<file path="config.mk">
export PLATFORM = sky130hd
export DESIGN_NAME = kftb_cell
export DESIGN_NICKNAME = d
export VERILOG_FILES = /design/src/hdl/kftb_pkg.sv /design/src/hdl/kftb_cell.sv
export SDC_FILE = /design/constraint.sdc
export NUM_CORES = 1
export LEC_CHECK = 0
export ABC_CLOCK_PERIOD_IN_PS = 4300
export BUFFER_PORTS_ARGS = -buffer_cell sky130_fd_sc_hd__buf_4
export CORE_ASPECT_RATIO = 1.4
export CORE_UTILIZATION = 45
export CTS_CLUSTER_DIAMETER = 60
export CTS_CLUSTER_SIZE = 10
export DETAILED_ROUTE_END_ITERATION = 7
export PLACE_DENSITY = 0.7
export SLEW_MARGIN = 20
export SYNTH_ARGS = -nofsm -noshare
export SYNTH_HDL_FRONTEND = slang
export SYNTH_SLANG_ARGS = --single-unit
</file>
<file path="constraint.sdc">
create_clock -name clk -period 4.3 [get_ports clk]
set_clock_uncertainty 0.1 [all_clocks]
set_input_delay 0.86 -clock clk [delete_from_list [all_inputs] [get_ports clk]]
set_output_delay 0.86 -clock clk [all_outputs]
set_load 0.05 [all_outputs]
</file>
<file path="src/hdl/kftb_pkg.sv">
`default_nettype none

package kftb_pkg;

	localparam int SLOTS_DEF      = 32;
	localparam int COUNT_BITS_DEF = 24;

	localparam int CAP_W    = 24;
	localparam int FPS_W    = 10;
	localparam int KEY_W    = 32;
	localparam int AMOUNT_W = 24;
	localparam int ACTION_W = 3;
	localparam int STATUS_W = 2;
	localparam int SLOT_W   = 5;
	localparam int PROD_W   = AMOUNT_W + FPS_W;
	localparam int CFG_IDX_W = 1;

	localparam logic [CAP_W-1:0] CAP_RST = 24'hFFFFFF;
	localparam logic [FPS_W-1:0] FPS_RST = 10'd60;

	typedef enum logic [ACTION_W-1:0] {
		ACT_TICK    = 3'd0,
		ACT_ADD_TCK = 3'd1,
		ACT_ADD_SEC = 3'd2,
		ACT_REMOVE  = 3'd3,
		ACT_CHECK   = 3'd4
	} action_t;

	typedef enum logic [STATUS_W-1:0] {
		ST_OK        = 2'd0,
		ST_FULL      = 2'd1,
		ST_NOT_FOUND = 2'd2,
		ST_BAD_KEY   = 2'd3
	} status_t;

	typedef enum logic [CFG_IDX_W-1:0] {
		REG_TICK_CAP = 1'd0,
		REG_FPS      = 1'd1
	} cfg_reg_t;

	// command token handed from cell to cell
	typedef struct packed {
		logic              valid;
		action_t           action;
		logic              done;
		status_t           status;
		logic              fired;
		logic [SLOT_W-1:0] slot;
	} token_ctl_t;

endpackage

`default_nettype wire

</file>
<file path="src/hdl/kftb_cell.sv">
`default_nettype none

module kftb_cell #(
	parameter int COUNT_BITS = kftb_pkg::COUNT_BITS_DEF,
	parameter int INDEX      = 0
) (
	input  wire logic                          clk,
	input  wire logic                          arst_n,
	input  wire logic [kftb_pkg::CAP_W-1:0]    tick_cap,
	input  wire kftb_pkg::token_ctl_t          ctl_in,
	input  wire logic [kftb_pkg::KEY_W-1:0]    key_in,
	input  wire logic [COUNT_BITS-1:0]         lim_in,
	output kftb_pkg::token_ctl_t               ctl_out,
	output logic [kftb_pkg::KEY_W-1:0]         key_out,
	output logic [COUNT_BITS-1:0]              lim_out
);

	logic                         used_q;
	logic [kftb_pkg::KEY_W-1:0]   key_q;
	logic [COUNT_BITS-1:0]        count_q;
	logic [COUNT_BITS-1:0]        limit_q;
	logic                         pend_q;
	kftb_pkg::token_ctl_t         ctl_q;
	logic [kftb_pkg::KEY_W-1:0]   key_fwd_q;
	logic [COUNT_BITS-1:0]        lim_fwd_q;

	logic is_add, is_keyed, is_tick, live;
	logic hit_free, hit_key, at_cap, fire;
	kftb_pkg::token_ctl_t ctl_nxt;

	always_comb begin
		is_add   = (ctl_in.action == kftb_pkg::ACT_ADD_TCK) ||
		           (ctl_in.action == kftb_pkg::ACT_ADD_SEC);
		is_keyed = (ctl_in.action == kftb_pkg::ACT_REMOVE) ||
		           (ctl_in.action == kftb_pkg::ACT_CHECK);
		is_tick  = ctl_in.valid && (ctl_in.action == kftb_pkg::ACT_TICK);
		live     = ctl_in.valid && !ctl_in.done;
		hit_free = live && is_add && !used_q;
		hit_key  = live && is_keyed && used_q && (key_q == key_in);
		at_cap   = {{(33-COUNT_BITS){1'b0}}, count_q} >=
		           {{(33-kftb_pkg::CAP_W){1'b0}}, tick_cap};
		fire     = hit_key && (ctl_in.action == kftb_pkg::ACT_CHECK) &&
		           (count_q == limit_q);
		ctl_nxt  = ctl_in;
		if (hit_free || hit_key) begin
			ctl_nxt.done   = 1'b1;
			ctl_nxt.status = kftb_pkg::ST_OK;
			ctl_nxt.slot   = kftb_pkg::SLOT_W'(INDEX);
			ctl_nxt.fired  = fire;
		end
	end

	always_ff @(posedge clk or negedge arst_n) begin
		if (!arst_n) begin
			used_q <= 1'b0;
			ctl_q  <= '0;
		end else begin
			ctl_q <= ctl_nxt;
			if (hit_free)
				used_q <= 1'b1;
			else if (hit_key && (ctl_in.action == kftb_pkg::ACT_REMOVE))
				used_q <= 1'b0;
		end
	end

	always_ff @(posedge clk) begin
		key_fwd_q <= key_in;
		lim_fwd_q <= lim_in;
		if (hit_free) begin
			key_q   <= key_in;
			limit_q <= lim_in;
			count_q <= lim_in;
			pend_q  <= 1'b0;
		end else if (fire) begin
			pend_q <= 1'b1;
		end else if (is_tick && used_q) begin
			if (at_cap || pend_q) begin
				count_q <= '0;
				pend_q  <= 1'b0;
			end else begin
				count_q <= count_q + COUNT_BITS'(1);
			end
		end
	end

	assign ctl_out = ctl_q;
	assign key_out = key_fwd_q;
	assign lim_out = lim_fwd_q;

endmodule

`default_nettype wire

</file>
# Word level (Yosys, flattened, before mapping)
# Cells that the tools add are included.
# classes
n_eq_ne	7
mux	10
n_reduce_logical	24
order_cmp	1
n_addsub	1
# ops
op	n
$mux W24	4
$eq A32 B32 Y1	1
$add A24 B1 Y24 const B	1
$eq A24 B24 Y1	1
$ge A24 B24 Y1	1
$logic_and A1 B1 Y1	11
$mux W9	1
$reduce_bool A2 Y1	4
$eq A3 B2 Y1 const B	2
$mux W1	5
$logic_or A1 B1 Y1	4
$reduce_and A2 Y1	2
$eq A3 B1 Y1 const B	1
$eq A3 B3 Y1 const B	1
$logic_not A3 Y1	1
$logic_not A1 Y1	2
$ne A2 B2 Y1 const B	1
# totals
elab_cells	56
output_inout_bits	69
reg_bits	151

# Logic depth before layout (Yosys ltp)
# logic_depth
ltp_word	9
depth_mapped	9

# Worst setup path after synthesis
# No wires, ideal clock.
# synth_timing
kind	input -> register
startpoint	in ctl_in[9] (netlist name)
endpoint	reg count_q[0], enable pin
arrival_ps	3029
stages	4
setup_ps	443
path_slack_ps	728
path_cell_list	xnor2_1 nor3_1 a21oi_1 nor3b_1
# synth_via
elab_chain_cells	9
# synth_lines
element	line	source
from (decl)	kftb_cell.sv:10	input wire kftb_pkg::token_ctl_t ctl_in,
$eq A3 B2 Y1 or $eq A3 B3 Y1 (tied branches)	kftb_cell.sv:34, kftb_cell.sv:35, kftb_cell.sv:42	
$logic_or A1 B1 Y1	kftb_cell.sv:34	is_keyed = (ctl_in.action == kftb_pkg::ACT_REMOVE) ||
$logic_and A1 B1 Y1 (3 in series)	kftb_cell.sv:39	hit_key = live && is_keyed && used_q && (key_q == key_in);
$logic_and A1 B1 Y1 (2 in series)	kftb_cell.sv:42	fire = hit_key && (ctl_in.action == kftb_pkg::ACT_CHECK) &&
$ne A2 B2 Y1 (no source line)	n/a	
$reduce_and A2 Y1 (no source line) (*)	n/a	
to (signal assigned)	kftb_cell.sv:72	count_q <= lim_in;
to (signal assigned)	kftb_cell.sv:81	count_q <= count_q + COUNT_BITS'(1);
to (decl)	kftb_cell.sv:20	logic [COUNT_BITS-1:0] count_q;
# Mark *: on every way between the ends. The rest lies on a longest branch, timed or not.
# A chain may end at the register's enable or synchronous reset.

# Worst setup path in the final report
# layout_timing
startpoint	in tick_cap[21] (netlist name)
endpoint	reg count_q[2] (data pin)
# layout_via
elab_chain_cells	6
# layout_lines
element	line	source
from (decl)	kftb_cell.sv:9	input wire logic [kftb_pkg::CAP_W-1:0] tick_cap,
$ge A24 B24 Y1	kftb_cell.sv:40	at_cap = {{(33-COUNT_BITS){1'b0}}, count_q} >=
$logic_or A1 B1 Y1	kftb_cell.sv:77	if (at_cap || pend_q) begin
$mux W24	kftb_cell.sv:77	
$mux W24	kftb_cell.sv:76	end else if (is_tick && used_q) begin
$mux W24	kftb_cell.sv:74	end else if (fire) begin
$mux W24	kftb_cell.sv:69	if (hit_free) begin
# Every way passes these cells. The select of a mux whose other input is x is not followed.

==> run_results.csv <==
group,metric,value,unit
timing,max_slew_margin,34.46,%
clock_network,cts_buffer_depth,2,
detailed_routing,vias_per_cell,4.860,
min_path,hold_path_class,"input pin to asynchronous set/reset pin",
synthesis,netlist_area,6036,um^2
detailed_routing,wl_per_cell,15.39,um
setup_path,critPathKind,"input pin to register",
grt,grt_max_degree,84,
synthesis,yosysSeqAreaShare,64.51,%
floorplanning,core_area,12940,um^2
clock_network,post_cts_resize_count,0,
placed_design,port_buffers,163,
setup_path,crit_slowest_cell,"nand2_2",
setup_path,endpoint_kind,"register",
cells_and_area,num-fill-cells,1027,
status,outcome,"complete, no violations",
setup_path,cp_slowest_stage_delay,0.59,ns
synthesis,synth_edf_count,80,
grt,grt_pass1_wl,19730,um
detailed_routing,dr.pass1.iters,4,
setup_path,startpoint,"tick_cap[21]",
detailed_routing,drc_errors,0,
clock_network,htree_levels,4,
floorplanning,die_area,13890,um^2
detailed_routing,ant_nets,0,
synthesis,synth_cell_types,44,
timing,setup_viol,0,
timing,timing_hold_violations_final,0,
floorplanning,initial_core_util,46.66,%
clock_network,ctsHoldBuffers,0,
cells_and_area,diodes,0,
clock_network,clock_latency,0.42,ns
detailed_routing,dr_total_vias,3980,
synthesis,synthFlopType,"edfxtp_1",
cells_and_area,layout-drive-gt1-share,35.26,%
synthesis,ys_seq_elements,151,
floorplanning,ios,164,
timing,rsz0062_at_grt,"no",
grt,gr-usage-all-layers,18.86,%
timing,layout_min_cycle_time,3.093,ns
setup_path,arrival,3.12,ns
timing,fin_crit_sh,71.92,%
floorplanning,die-width,99.88,um
setup_path,critPathRequiredTime,4.33,ns
timing,tns,0,ns
placed_design,gp_congestion,0.8236,
grt,grt_overflow_total,0,
setup_path,startpoint_type,"input pin",
synthesis,ys_warn_count,0,
placed_design,hpwl,9104,um
flow_run,cap_violations,0,
floorplanning,die_h,139.0,um
pwr,powerDensity,443.4,nW/um^2
pwr,leakage,3.360,nW
placed_design,dpl.cell_count,787,
synthesis,synthArstFlopShare,9.272,%
synthesis,postSynthNetCount,569,
grt,antenna_found_initial,0,
timing,max_freq,323.4,MHz
setup_path,rr_worst_depth,7,
pwr,ir_worst_vdd,0.2567,mV
clock_network,path_clk_slew,0.06,ns
cells_and_area,instances_no_fill,819,
cells_and_area,final_nets,748,
detailed_routing,drt-initial-drc-count,85,
clock_network,cts.sinks,151,
setup_path,reg2reg_setup_slack,1.22,ns
clock_network,cts_made_buffers,17,
clock_network,post-cts-setup-buffers,0,
clock_network,cts_tree,"done",
timing,tightest_slew,0.9831,ns
setup_path,path_cells,"buf_4, inv_1, ha_1, and4_1, nand2_1, nor4_1, o311ai_2, nand2_2, o21ai_0",
setup_path,reg2reg_to,"count_q[2]",
grt,grt_pass1_vias,4087,
clock_network,clockRootBuffer,"clkbuf_16",
cells_and_area,area_growth,34.04,%
floorplanning,rows,49,
setup_path,reg2reg_from,"count_q[21]",
synthesis,avgSynthCellArea,13.44,um^2
setup_path,crit_path_max_fanout,23,
detailed_routing,drt-total-wl,12600,um
timing,slew_viol_final,0,
setup_path,worstSetupEndpoint,"count_q[2]",
synthesis,synthCells,449,
## how the worst min path moves through the flow
stage | from | endpoint | depth (start not counted)
global route | arst_n | ctl_out[11] | 1
detailed placement | pend_q | pend_q | 2
floorplan | pend_q | pend_q | 2
finish | arst_n | ctl_out[7] | 1
global placement | pend_q | pend_q | 2
CTS | arst_n | ctl_out[7] | 1
## where the power goes
group          total, W  switching (W)  internal [W]  leakage (nW)
Clock           0.00151       0.000582      0.000931         0.296
Sequential      0.00163      0.0000348       0.00159          1.37
Combinational  0.000448       0.000274      0.000174          1.69
## registers in the layout, indices dropped and copies added (netlist names)
name     flops
key_out     32
ctl_out     13
lim_out     24
key_q       32
limit_q     24
count_q     24
pend_q       1
used_q       1
## kinds of logic after synthesis
family / Yosys count / share of synthesized area (%)
flops: 151 / 64.51
simple gates: 112 / 10.01
xor+xnor: 79 / 11.46
compound gates: 48 / 6.427
buf+inv: 34 / 2.404
fa+ha+maj: 25 / 5.182
## layout make-up
class	instances	area, um^2	share of cell area [%]
clock inverters	11	136.4	1.686
well taps	178	222.7	2.753
flip-flops and latches	151	3894	48.13
repair buffers	165	1239	15.31
clock buffers	21	481.7	5.954
inverters	29	108.9	1.345
multi-input cells	264	2008	24.82
## cell usage in the layout, fill, tap and decap left out, types with 14 or more instances in the layout
cell type and instances:
nand2_1 37, dfxtp_1 57, inv_1 29, xnor2_1 28, o21ai_2 20, dfrtp_1 14, edfxtp_1 80, xor2_1 51
ha_1 25, buf_4 165, clkbuf_16 18
## worst max-delay path, delay by kind of cell
family	cells	cell delay (ns)
fa+ha+maj	1	0.28
simple gates	4	1.43
compound gates	2	0.43
buf+inv	2	0.11
## layer usage
layer | up-vias | global-route usage (%) | routed length, um
li1 | 1940 | - | -
met1 | 1880 | 20.23 | 4879
met2 | 133 | 33.87 | 6692
met3 | 27 | 4.284 | 607
met4 | 0 | 10.06 | 422
met5 | - | 0 | 0
## metrics by stage
stage / total power (W) / utilization (%) / cell area, um^2 / setup WS (ns) / hold slack, ns
floorplan: 0.001924 / - / 6036 / 0.7281 / 0.3365
global placement: 0.002093 / 57.76 / 7472 / 0.8884 / 0.3581
detailed placement: 0.002107 / 57.76 / 7472 / 0.7865 / 0.3733
CTS: 0.003623 / 62.54 / 8090 / 1.156 / 0.1762
global route: 0.003713 / 62.54 / 8090 / 1.032 / 0.1866
finish: 0.003587 / 62.54 / 8090 / 1.207 / 0.1877
## synthesized netlist by cell type, drive strengths merged, types with 3 or more instances
cell type / instances / area (um^2)
nor3: 6 / 40.04
xnor2: 28 / 245.2
buf: 4 / 32.53
nand3: 10 / 50.05
dfxtp: 57 / 1141
and2: 8 / 50.05
nand2: 38 / 145.1
xor2: 51 / 446.7
a21o: 3 / 22.52
inv: 29 / 108.9
nor2: 12 / 45.04
o21ai: 27 / 210.2
dfrtp: 14 / 350.3
edfxtp: 80 / 2402
nor4: 12 / 75.07
nand4: 10 / 77.57
ha: 25 / 312.8
and3: 8 / 55.05
a21oi: 8 / 40.04
(Power assumes the default switching activity.)
